--- config.mk ---
export PLATFORM = sky130hd
export DESIGN_NAME = alarm_timer_table
export DESIGN_NICKNAME = d
export VERILOG_FILES = /design/src/hdl/att_pkg.sv /design/src/hdl/alarm_timer_table.sv /design/src/hdl/att_datapath.sv /design/src/hdl/att_control.sv
export SDC_FILE = /design/constraint.sdc
export NUM_CORES = 2
export LEC_CHECK = 0
export ABC_AREA = 1
export BUFFER_PORTS_ARGS = -buffer_cell sky130_fd_sc_hd__buf_2
export CORE_ASPECT_RATIO = 1.5
export CORE_MARGIN = 4
export CORE_UTILIZATION = 45
export DETAILED_ROUTE_END_ITERATION = 10
export GPL_TIMING_DRIVEN = 0
export PLACE_DENSITY_LB_ADDON = 0.12
export SYNTH_ARGS = -nofsm -noshare
export SYNTH_HDL_FRONTEND = slang
export SYNTH_SLANG_ARGS = --single-unit
--- constraint.sdc ---
create_clock -name clock -period 15.4 [get_ports clock]
set_input_delay 1.54 -clock clock [delete_from_list [all_inputs] [get_ports clock]]
set_output_delay 1.54 -clock clock [all_outputs]
set_load 0.02 [all_outputs]
--- src/hdl/att_pkg.sv ---
// Shared types and constants for the alarm timer table.
package att_pkg;

   localparam int NUM_ALARMS = 8;
   localparam int SLOT_BITS = (NUM_ALARMS > 1) ? $clog2(NUM_ALARMS) : 1;
   localparam int CNT_BITS = $clog2(NUM_ALARMS + 1);
   localparam int EVENT_BITS = 8;
   localparam int DELAY_BITS = 31;
   localparam int AUX_BITS = 32;
   localparam int ELAPSED_BITS = 32;
   localparam int PERIOD_BITS = 16;

   localparam logic KIND_PROGRAM = 1'b0;
   localparam logic KIND_TICK = 1'b1;

   localparam logic [0:0] ADDR_TICK_PERIOD = 1'b0;
   localparam logic [PERIOD_BITS-1:0] TICK_PERIOD_RESET = 16'd1;

   typedef enum logic [2:0] {
      ST_IDLE,
      ST_SCAN,
      ST_EMIT,
      ST_WRITE
   } state_type;

   typedef struct packed {
      logic load;       // capture request, clear scan index
      logic step;       // process slot at scan index, advance
      logic commit;     // write program item into chosen slot
      logic cancel;     // cancel pass at scan index
      logic show_fire;  // present lowest pending fired slot on output
      logic show_ovf;   // present overflow result
   } cmd_type;

   typedef struct packed {
      logic is_tick;
      logic is_cancel;
      logic scan_done;  // index at last slot
      logic fired;      // some fired slot still waits to be emitted
      logic have_pick;
      logic out_busy;
   } status_type;

endpackage

--- src/hdl/alarm_timer_table.sv ---
// Top level of the alarm timer table.
// Input transfers (req_) carry one item, its kind in tuser: kind 0 programs or
// cancels an alarm, kind 1 is a timer tick. A tick advances every active slot
// by tick_period_ms and returns one result transfer per fired slot, in slot
// order, tlast on the final one; a program item returns only an overflow
// result (tuser high) when no slot is free, and a cancel returns nothing.
// The CSR port holds tick_period_ms at byte address 0.
// An item is taken in the idle state and scanned one slot per cycle; a tick
// then emits its fired slots, and a program item writes its chosen slot or
// returns an overflow result.
// A result waits in the output register while rsp_tready is low; emission
// and overflow hold until it leaves. The last result of an item may still
// wait there while the next item is taken.
// Reset clears every slot to event 0, inactive, and sets tick_period_ms to 1.
module alarm_timer_table (
   input  logic        clock,
   input  logic        reset,
   input  logic        req_tvalid,
   output logic        req_tready,
   input  logic [71:0] req_tdata,  // event_id, delay_ms, periodic, aux_data
   input  logic        req_tuser,  // kind
   output logic        rsp_tvalid,
   input  logic        rsp_tready,
   output logic [39:0] rsp_tdata,  // out_event_id, out_aux_data
   output logic        rsp_tuser,  // overflow
   output logic        rsp_tlast,
   input  logic        csr_psel,
   input  logic        csr_penable,
   input  logic        csr_pwrite,
   input  logic [2:0]  csr_paddr,
   input  logic [31:0] csr_pwdata,
   output logic [31:0] csr_prdata,
   output logic        csr_pready
);
   logic [att_pkg::PERIOD_BITS-1:0] period_ff;
   att_pkg::cmd_type    cmd;
   att_pkg::status_type status;

   assign csr_pready = 1'b1;
   assign csr_prdata = (csr_paddr[2:2] == att_pkg::ADDR_TICK_PERIOD) ? {16'd0, period_ff}
                                                                     : '0;

   always_ff @(posedge clock) begin
      if (reset) period_ff <= att_pkg::TICK_PERIOD_RESET;
      else if (csr_psel && csr_penable && csr_pwrite
               && csr_paddr[2:2] == att_pkg::ADDR_TICK_PERIOD)
         period_ff <= csr_pwdata[15:0];
   end

   att_control u_ctl (
      .clock(clock), .reset(reset), .req_tvalid(req_tvalid), .req_tready(req_tready),
      .status(status), .cmd(cmd)
   );

   att_datapath u_dp (
      .clock(clock), .reset(reset), .req_tvalid(req_tvalid), .req_tdata(req_tdata),
      .req_tuser(req_tuser), .tick_period(period_ff), .cmd(cmd), .status(status),
      .rsp_tvalid(rsp_tvalid), .rsp_tready(rsp_tready),
      .rsp_tdata(rsp_tdata), .rsp_tuser(rsp_tuser), .rsp_tlast(rsp_tlast)
   );
endmodule

--- src/hdl/att_datapath.sv ---
// Slot table, scan index and result register of the alarm timer table.
module att_datapath (
   input  logic                            clock,
   input  logic                            reset,
   input  logic                            req_tvalid,
   input  logic [71:0]                     req_tdata,
   input  logic                            req_tuser,
   input  logic [att_pkg::PERIOD_BITS-1:0] tick_period,
   input  att_pkg::cmd_type                cmd,
   output att_pkg::status_type             status,
   output logic                            rsp_tvalid,
   input  logic                            rsp_tready,
   output logic [39:0]                     rsp_tdata,
   output logic                            rsp_tuser,
   output logic                            rsp_tlast
);
   localparam int NA = att_pkg::NUM_ALARMS;

   logic [att_pkg::EVENT_BITS-1:0]   ev_ff   [NA];
   logic [att_pkg::AUX_BITS-1:0]     aux_ff  [NA];
   logic [att_pkg::ELAPSED_BITS-1:0] el_ff   [NA];
   logic [att_pkg::DELAY_BITS-1:0]   dly_ff  [NA];
   logic [NA-1:0]                    per_ff;
   logic [NA-1:0]                    act_ff;

   logic                             kind_ff;
   logic [att_pkg::EVENT_BITS-1:0]   r_ev_ff;
   logic [att_pkg::DELAY_BITS-1:0]   r_dly_ff;
   logic                             r_per_ff;
   logic [att_pkg::AUX_BITS-1:0]     r_aux_ff;
   logic [att_pkg::SLOT_BITS-1:0]    idx_ff;
   logic                             free_ok_ff, matched_ff;
   logic [att_pkg::SLOT_BITS-1:0]    pick_ff, free_ff;
   logic [NA-1:0]                    pend_ff;

   logic                             ovld_ff;
   logic [att_pkg::EVENT_BITS-1:0]   o_ev_ff;
   logic [att_pkg::AUX_BITS-1:0]     o_aux_ff;
   logic                             o_ovf_ff, o_last_ff;

   logic [att_pkg::ELAPSED_BITS:0]   sum;
   logic [att_pkg::ELAPSED_BITS-1:0] sat;
   logic                             fire_now;
   logic                             hit;
   logic [att_pkg::SLOT_BITS-1:0]    emit_idx;
   logic [NA-1:0]                    pend_rest;

   assign sum = {1'b0, el_ff[idx_ff]} + {17'd0, tick_period};
   assign sat = sum[att_pkg::ELAPSED_BITS] ? '1 : sum[att_pkg::ELAPSED_BITS-1:0];
   assign fire_now = act_ff[idx_ff] && (sat >= {1'b0, dly_ff[idx_ff]});
   assign hit = (ev_ff[idx_ff] == r_ev_ff) && (aux_ff[idx_ff] == r_aux_ff);

   always_comb begin
      emit_idx = '0;
      for (int i = NA - 1; i >= 0; i--) begin
         if (pend_ff[i]) emit_idx = att_pkg::SLOT_BITS'(i);
      end
      pend_rest = pend_ff;
      pend_rest[emit_idx] = 1'b0;
   end

   assign status.is_tick    = (kind_ff == att_pkg::KIND_TICK);
   assign status.is_cancel  = (r_dly_ff == '0) && !r_per_ff;
   assign status.scan_done  = (idx_ff == att_pkg::SLOT_BITS'(NA - 1));
   assign status.fired      = |pend_ff;
   assign status.have_pick  = matched_ff || free_ok_ff;
   assign status.out_busy   = ovld_ff && !rsp_tready;

   always_ff @(posedge clock) begin
      if (reset) begin
         act_ff <= '0;
         per_ff <= '0;
         for (int i = 0; i < NA; i++) begin
            ev_ff[i] <= '0;
            aux_ff[i] <= '0;
            el_ff[i] <= '0;
            dly_ff[i] <= '0;
         end
         ovld_ff <= 1'b0;
         idx_ff <= '0;
         pend_ff <= '0;
      end else begin
         if (cmd.load && req_tvalid) begin
            kind_ff <= req_tuser;
            r_ev_ff <= req_tdata[7:0];
            r_dly_ff <= req_tdata[38:8];
            r_per_ff <= req_tdata[39];
            r_aux_ff <= req_tdata[71:40];
            idx_ff <= '0;
            matched_ff <= 1'b0;
            free_ok_ff <= 1'b0;
            pend_ff <= '0;
         end
         if (cmd.cancel) begin
            if (ev_ff[idx_ff] == r_ev_ff) begin
               act_ff[idx_ff] <= 1'b0;
            end
            idx_ff <= idx_ff + att_pkg::SLOT_BITS'(1);
         end
         if (cmd.step) begin
            if (kind_ff == att_pkg::KIND_TICK) begin
               if (act_ff[idx_ff]) begin
                  if (fire_now) begin
                     pend_ff[idx_ff] <= 1'b1;
                     if (per_ff[idx_ff]) begin
                        el_ff[idx_ff] <= '0;
                     end else begin
                        el_ff[idx_ff] <= sat;
                        act_ff[idx_ff] <= 1'b0;
                     end
                  end else begin
                     el_ff[idx_ff] <= sat;
                  end
               end
            end else if (!matched_ff) begin
               if (hit) begin
                  matched_ff <= 1'b1;
                  pick_ff <= idx_ff;
               end else if (!act_ff[idx_ff] && !free_ok_ff) begin
                  free_ok_ff <= 1'b1;
                  free_ff <= idx_ff;
               end
            end
            if (!status.scan_done) begin
               idx_ff <= idx_ff + att_pkg::SLOT_BITS'(1);
            end
         end
         if (cmd.commit) begin
            if (matched_ff) begin
               ev_ff[pick_ff] <= r_ev_ff;
               aux_ff[pick_ff] <= r_aux_ff;
               el_ff[pick_ff] <= '0;
               dly_ff[pick_ff] <= r_dly_ff;
               per_ff[pick_ff] <= r_per_ff;
               act_ff[pick_ff] <= 1'b1;
            end else begin
               ev_ff[free_ff] <= r_ev_ff;
               aux_ff[free_ff] <= r_aux_ff;
               el_ff[free_ff] <= '0;
               dly_ff[free_ff] <= r_dly_ff;
               per_ff[free_ff] <= r_per_ff;
               act_ff[free_ff] <= 1'b1;
            end
         end
         if (cmd.show_fire) begin
            ovld_ff <= 1'b1;
            o_ev_ff <= ev_ff[emit_idx];
            o_aux_ff <= aux_ff[emit_idx];
            o_ovf_ff <= 1'b0;
            o_last_ff <= (pend_rest == '0);
            pend_ff[emit_idx] <= 1'b0;
         end else if (cmd.show_ovf) begin
            ovld_ff <= 1'b1;
            o_ev_ff <= '0;
            o_aux_ff <= '0;
            o_ovf_ff <= 1'b1;
            o_last_ff <= 1'b1;
         end else if (rsp_tready) begin
            ovld_ff <= 1'b0;
         end
      end
   end

   assign rsp_tvalid = ovld_ff;
   assign rsp_tdata = {o_aux_ff, o_ev_ff};
   assign rsp_tuser = o_ovf_ff;
   assign rsp_tlast = o_last_ff;
endmodule

--- src/hdl/att_control.sv ---
// Sequencer that steps the slot scan, emission and table update.
module att_control (
   input  logic                clock,
   input  logic                reset,
   input  logic                req_tvalid,
   output logic                req_tready,
   input  att_pkg::status_type status,
   output att_pkg::cmd_type    cmd
);
   att_pkg::state_type state_ff, state_in;

   always_comb begin
      state_in = state_ff;
      unique case (state_ff)
         att_pkg::ST_IDLE:
            if (req_tvalid) state_in = att_pkg::ST_SCAN;
         att_pkg::ST_SCAN:
            if (status.scan_done) begin
               if (status.is_tick) state_in = att_pkg::ST_EMIT;
               else if (status.is_cancel) state_in = att_pkg::ST_IDLE;
               else state_in = att_pkg::ST_WRITE;
            end
         att_pkg::ST_EMIT:
            if (!status.fired) state_in = att_pkg::ST_IDLE;
         att_pkg::ST_WRITE:
            if (status.have_pick || !status.out_busy) state_in = att_pkg::ST_IDLE;
         default: state_in = att_pkg::ST_IDLE;
      endcase
   end

   always_comb begin
      cmd = '0;
      req_tready = 1'b0;
      unique case (state_ff)
         att_pkg::ST_IDLE: begin
            req_tready = 1'b1;
            cmd.load = 1'b1;
         end
         att_pkg::ST_SCAN:
            if (!status.is_tick && status.is_cancel) cmd.cancel = 1'b1;
            else cmd.step = 1'b1;
         att_pkg::ST_EMIT:
            if (status.fired && !status.out_busy) cmd.show_fire = 1'b1;
         att_pkg::ST_WRITE:
            if (status.have_pick) cmd.commit = 1'b1;
            else if (!status.out_busy) cmd.show_ovf = 1'b1;
         default: ;
      endcase
   end

   always_ff @(posedge clock) begin
      if (reset) state_ff <= att_pkg::ST_IDLE;
      else state_ff <= state_in;
   end
endmodule
# Word level (Yosys, flattened, before mapping)
# Memories as Yosys holds them, arrays and structs flattened. A register that Yosys moved wholly into a read port is not among the register bits.
# Index checks and enable logic that the tools add are counted.
[totals]
in_bits = 115
memories = 4
ram_bits = 824
ff_bits = 170
[mem_list]
columns = ["name", "words", "word_bits", "rd", "rd_ports_with_merged_regs", "wr", "line", "source"]
rows = [
  ["u_dp.aux_ff", 8, 32, 2, 1, 8, "att_datapath.sv:20", "logic [att_pkg::AUX_BITS-1:0] aux_ff [NA];"],
  ["u_dp.el_ff", 8, 32, 1, 1, 8, "att_datapath.sv:21", "logic [att_pkg::ELAPSED_BITS-1:0] el_ff [NA];"],
  ["u_dp.dly_ff", 8, 31, 1, 1, 8, "att_datapath.sv:22", "logic [att_pkg::DELAY_BITS-1:0] dly_ff [NA];"],
  ["u_dp.ev_ff", 8, 8, 2, 1, 8, "att_datapath.sv:19", "logic [att_pkg::EVENT_BITS-1:0] ev_ff [NA];"],
]
[classes]
n_lt_le_gt_ge = 9
eq_ne = 10
bitwise = 16
n_reduce_logical = 43
muxes = 150
n_addsub = 2
[ops]
columns = ["op", "count"]
rows = [
  ["$mux W32", 10],
  ["$mux W8", 24],
  ["$reduce_or A32 Y1", 5],
  ["$mux W3", 30],
  ["$mux W1", 73],
  ["$mux W31", 2],
  ["$reduce_or A31 Y1", 2],
  ["$add A32 B16 Y33", 1],
  ["$and A8 B8 Y8", 4],
  ["$eq A32 B32 Y1", 1],
  ["$ge A32 B31 Y1", 1],
  ["$logic_not A31 Y1", 1],
  ["$or A8 B8 Y8", 3],
  ["$reduce_or A8 Y1", 3],
  ["$bwmux W8", 2],
  ["$lt A3 B4 Y1 const B", 4],
  ["$mux W16", 1],
  ["$not A8 Y8", 2],
  ["$logic_and A1 B1 Y1", 15],
  ["$demux W1 S3", 4],
  ["$ge A3 B1 Y1 const B", 4],
  ["$pmux W3 S4", 1],
  ["$eq A8 B8 Y1", 1],
  ["$logic_not A8 Y1", 1],
  ["other kinds (19)", 35],
]

# Longest topological paths before layout
[depth]
ltp_word = 19
mapped_depth = 52
mapped_depth_nobuf = 45

# Hierarchy
# From an unflattened synthesis, not the netlist that was laid out.
[hier_totals]
cells_unflattened = 4948
area_unflattened_um2 = 46273.1
[by_module_without_submodules]
columns = ["mod", "seq_area_each_um2", "n_inst", "area_each_um2", "cells_each"]
rows = [
  ["att_datapath", 26435.4, 1, 45028.2, 4753],
  ["alarm_timer_table", 320.3, 1, 1051.0, 159],
  ["att_control", 40.0, 1, 193.9, 36],
]

# Least setup slack after synthesis
# No wires, ideal clock.
[synth_timing]
kind = "register to register"
from = "register u_dp.idx_ff[1] in the netlist's numbering"
to = "memory u_dp.el_ff[0][10] in the netlist's numbering, data pin"
required_ns = 15.260
n_path_buf = 8
stages_incl_launch_ff = 50
arrival_ns = 6.160
slack_ns = 9.101
setup_ns = 0.140
cell_sequence = "dfxtp_1 -> buf_2 -> inv_2 -> nand3_2 -> inv_2 -> clkbuf_1 -> buf_1 -> buf_1 -> clkbuf_1 -> a22oi_1 -> nand4_1 -> ha_1 -> inv_1 -> fa_1 -> o21ai_0 -> nand3_1 -> nand2_1 -> nand2_1 -> (+14 left out) -> nand2_1 -> nand2_1 -> nand2_1 -> nand2_1 -> nand2_1 -> nand2_1 -> nand2_1 -> nand2_1 -> nand2_1 -> nand2_1 -> nand2_1 -> nand2_1 -> nand2_1 -> nand2_2 -> a21oi_4 -> buf_6 -> nand2_4 -> nor2_1"
[synth_rtl]
columns = ["element", "line", "source"]
rows = [
  ["start, declared", "att_datapath.sv:31", "logic [att_pkg::SLOT_BITS-1:0] idx_ff;"],
  ["start signal, assigned", "att_datapath.sv:98", "idx_ff <= idx_ff + att_pkg::SLOT_BITS'(1);"],
  ["start signal, assigned", "att_datapath.sv:125", "idx_ff <= idx_ff + att_pkg::SLOT_BITS'(1);"],
  ["end, declared", "att_datapath.sv:21", ""],
]

==> reports/qor.txt <==
Sw frac: 0.308
Design Area, Final: 0.0516 mm²
Transition time at the pin with the least slew margin: 1560 ps
Startpoint-to-endpoint class of the critical path: reg2reg
CP arrival: 12340 ps
Number of resized instances in the post-cts repair step: 0
Post-DR wirelength/cell: 29.6 µm
CP max stage delay: 1190 ps
Crit-path max FO: 10
Worst Path Required: 15940 ps
Number of endpoints failing setup at the final stage: 0
Sequential cell fraction of total power: 0.452
Category of the worst setup path capture point: flip-flop
Most common cell after layout, fill and taps aside: nor2_1
Fillers: 9126
Post-synthesis average cell area: 10.4 µm²
Clock-pin transition on the worst setup and hold timing paths: 60 ps
Final Hold Vio Count: 0
Count of warnings emitted by yosys: 0
Placed instance area: 0.0483 mm²
DRT Pass-1 Iters: 8
Number of synthesized register bits: 993
Remaining design rule violation count: 0
Number of top-level pins: 192
Fin Clk Skew: 39.2 ps
Result of the run: complete, but fails checks
Core Footprint: 0.0999 mm²
Worst skew pair latency: 720 ps
Final Util: 0.516
Count of standard-cell rows: 142
Height of the chip: 396 µm
Power density of the placed cells: 135 mW/mm²
Count of flip-flops with a built-in enable after synthesis: 947
Minimum clock period after layout: 11800 ps
Worst hold-check path type: reg2reg
Initial antenna violation count: 3
Sum Neg Setup Slack: 0 ps
First-pass GRT wire length: 249 mm
RSZ-0062 raised after global routing: no
Max Cap Violations: 2
Via count of the first global-routing pass: 35500
Switching power: 2.14 mW
Area added between synthesis and finish: 14.0%
Int Power: 4.82 mW
Initial DRC count: 4196
Slowest CP cell: buf_1
Congestion Overflow GR: 0
Die area: 0.106 mm²
Async set-reset flop share out of synthesis: 0
Post-CTS Hold Buffers: 0
Part of the total power dissipated in the clock network: 0.359
Relative contribution of combinational cells to total power: 0.188
Aggregate global-route resource usage: 0.332
Highest attainable clock frequency: 84.8 MHz
Total routed wirelength: 179 mm
Period Utilization, post-route: 0.766
Level count of the clock H-tree: 3
Max-slew violation total from the final report: 22
Final HPWL from detailed placement: 120 mm
Clock tree from TritonCTS: built
Proportion of layout cells with a drive suffix above 1: 0.0951
Sequential fraction of the synthesis area: 0.649
Clock buffers created by TritonCTS: 97
Most prevalent standard cell on the critical path: nand2_1
Detailed-route via count: 36400
Number of clock sinks: 993
Post-synth cell types: 56
Final layout net count: 4818
Routability-driven placement congestion ratio: 0.981
Post-synthesis instance area: 0.0452 mm²
Most frequent cells in the layout: nor2_1, edfxtp_1, nand2_1
Gate count after technology mapping: 4362
Clock tree root buffer cell: clkbuf_16
Initial Utilization: 0.453
Min Hold Slack: 469 ps
Peak VDD IR: 108 µV
Max_slew headroom: -0.0416
Violated checks: max-capacitance violations, max-slew violations
Detail Route Antenna Nets: 0
Quantity of I/O buffers inserted on ports: 154
Width of the die: 267 µm
Maximum count of clock buffers along a single path: 3
Crit start category: flip-flop
Commonest register cell after synthesis: edfxtp_1
Setup repair bufs after CTS: 0
Number of vias per cell: 6.03
Pleak: 19.6 nW
Pin count of the biggest net entering global routing: 47
==> through the flow <==
stage	cells	power, mW	worst slack (ps)
5_1_grt	6030	7.17	3310
3_3_place_gp	5827	4.47	3950
4_1_cts	6029	6.94	3900
3_5_place_dp	5850	4.49	3920
6_report	6034	6.96	3600
2_1_floorplan	4377	3.94	9100
==> metal layers <==
metal	part of all wire	wire length (µm)	track usage
met1	0.34	60800	0.375
met2	0.48	85500	0.560
met3	0.090	16100	0.0624
met4	0.091	16300	0.244
met5	0	0	0
==> synthesized netlist by cell type, types with 38 or more instances <==
cell type  count  area share
nor2_1      1025       0.085
clkinv_1      39      0.0032
a21oi_1      154       0.017
o22ai_1       76       0.011
edfxtp_1     947        0.63
nand4_1       60      0.0083
dfxtp_1       46       0.020
a221oi_1     119       0.023
a22oi_1       67       0.011
ha_1          49       0.014
o21ai_0      145       0.016
clkbuf_1     188       0.016
nand2_1      747       0.062
inv_1        288       0.024
a22o_1        38      0.0074
nand3_1       86      0.0095
==> registers in the layout, summed over array words and instances (netlist names), 8 cells and up <==
register	flops
u_dp.aux_ff	256
u_dp.el_ff	256
u_dp.per_ff	8
u_dp.o_aux_ff	32
u_dp.r_ev_ff	8
u_dp.ev_ff	64
u_dp.dly_ff	248
u_dp.r_dly_ff	31
u_dp.o_ev_ff	8
u_dp.r_aux_ff	32
u_dp.act_ff	8
u_dp.pend_ff	8
period_ff	16
==> final timing paths <==
check	end	cells past startpoint	from	slack, ps
setup / recovery	u_dp.el_ff[3][30]$_SDFFCE_PN0P_	44	u_dp.idx_ff[2]$_SDFF_PP0_	3600
hold / removal	u_dp.per_ff[3]$_SDFFE_PP0P_	2	u_dp.per_ff[3]$_SDFFE_PP0P_	470
setup reg to reg	u_dp.el_ff[3][30]$_SDFFCE_PN0P_	44	u_dp.idx_ff[2]$_SDFF_PP0_	3600
hold reg to reg	u_dp.per_ff[3]$_SDFFE_PP0P_	2	u_dp.per_ff[3]$_SDFFE_PP0P_	470
==> cells by family (layout without fill, tap and decap cells) <==
kind of cell,count (synthesis),count (layout),synth area share
AOI/OAI and AO/OA,681,681,0.0998
buffers and inverters,586,942,0.0512
adders and majority gates,50,50,0.0140
and+or+nand+nor,2016,2016,0.179
DFF,993,993,0.649
other,2,22,0.000166
xor gates and xnor gates,34,34,0.00658
==> area by class of cell <==
type,instances,area [µm²],share of cell area
sequential,993,29400,0.569
multi-input combinational,2798,13700,0.266
clock buffer,109,2510,0.0488
tap,1296,1620,0.0314
inverter,337,1260,0.0245
timing repair buffer,177,1260,0.0245
buffer,249,1050,0.0204
clock inverter,70,744,0.0144
antenna,5,12.5,0.000243
==> power by group through the flow <==
stage / Sequential, mW / Clock, mW / Combinational, mW
3_5_place_dp: 3.20 / 0 / 1.29
5_1_grt: 3.15 / 2.61 / 1.41
2_1_floorplan: 3.19 / 0 / 0.755
6_report: 3.15 / 2.50 / 1.31
4_1_cts: 3.14 / 2.50 / 1.29
3_3_place_gp: 3.22 / 0 / 1.25
==> worst max-delay path, delay by kind of cell, from the launching register on <==
family / cells / cell delay (ps)
and+or+nand+nor: 28 / 3960
buffers and inverters: 9 / 5430
DFF: 1 / 350
adders and majority gates: 2 / 660
AOI/OAI and AO/OA: 5 / 1160
Power figures use the tool's default switching activity.
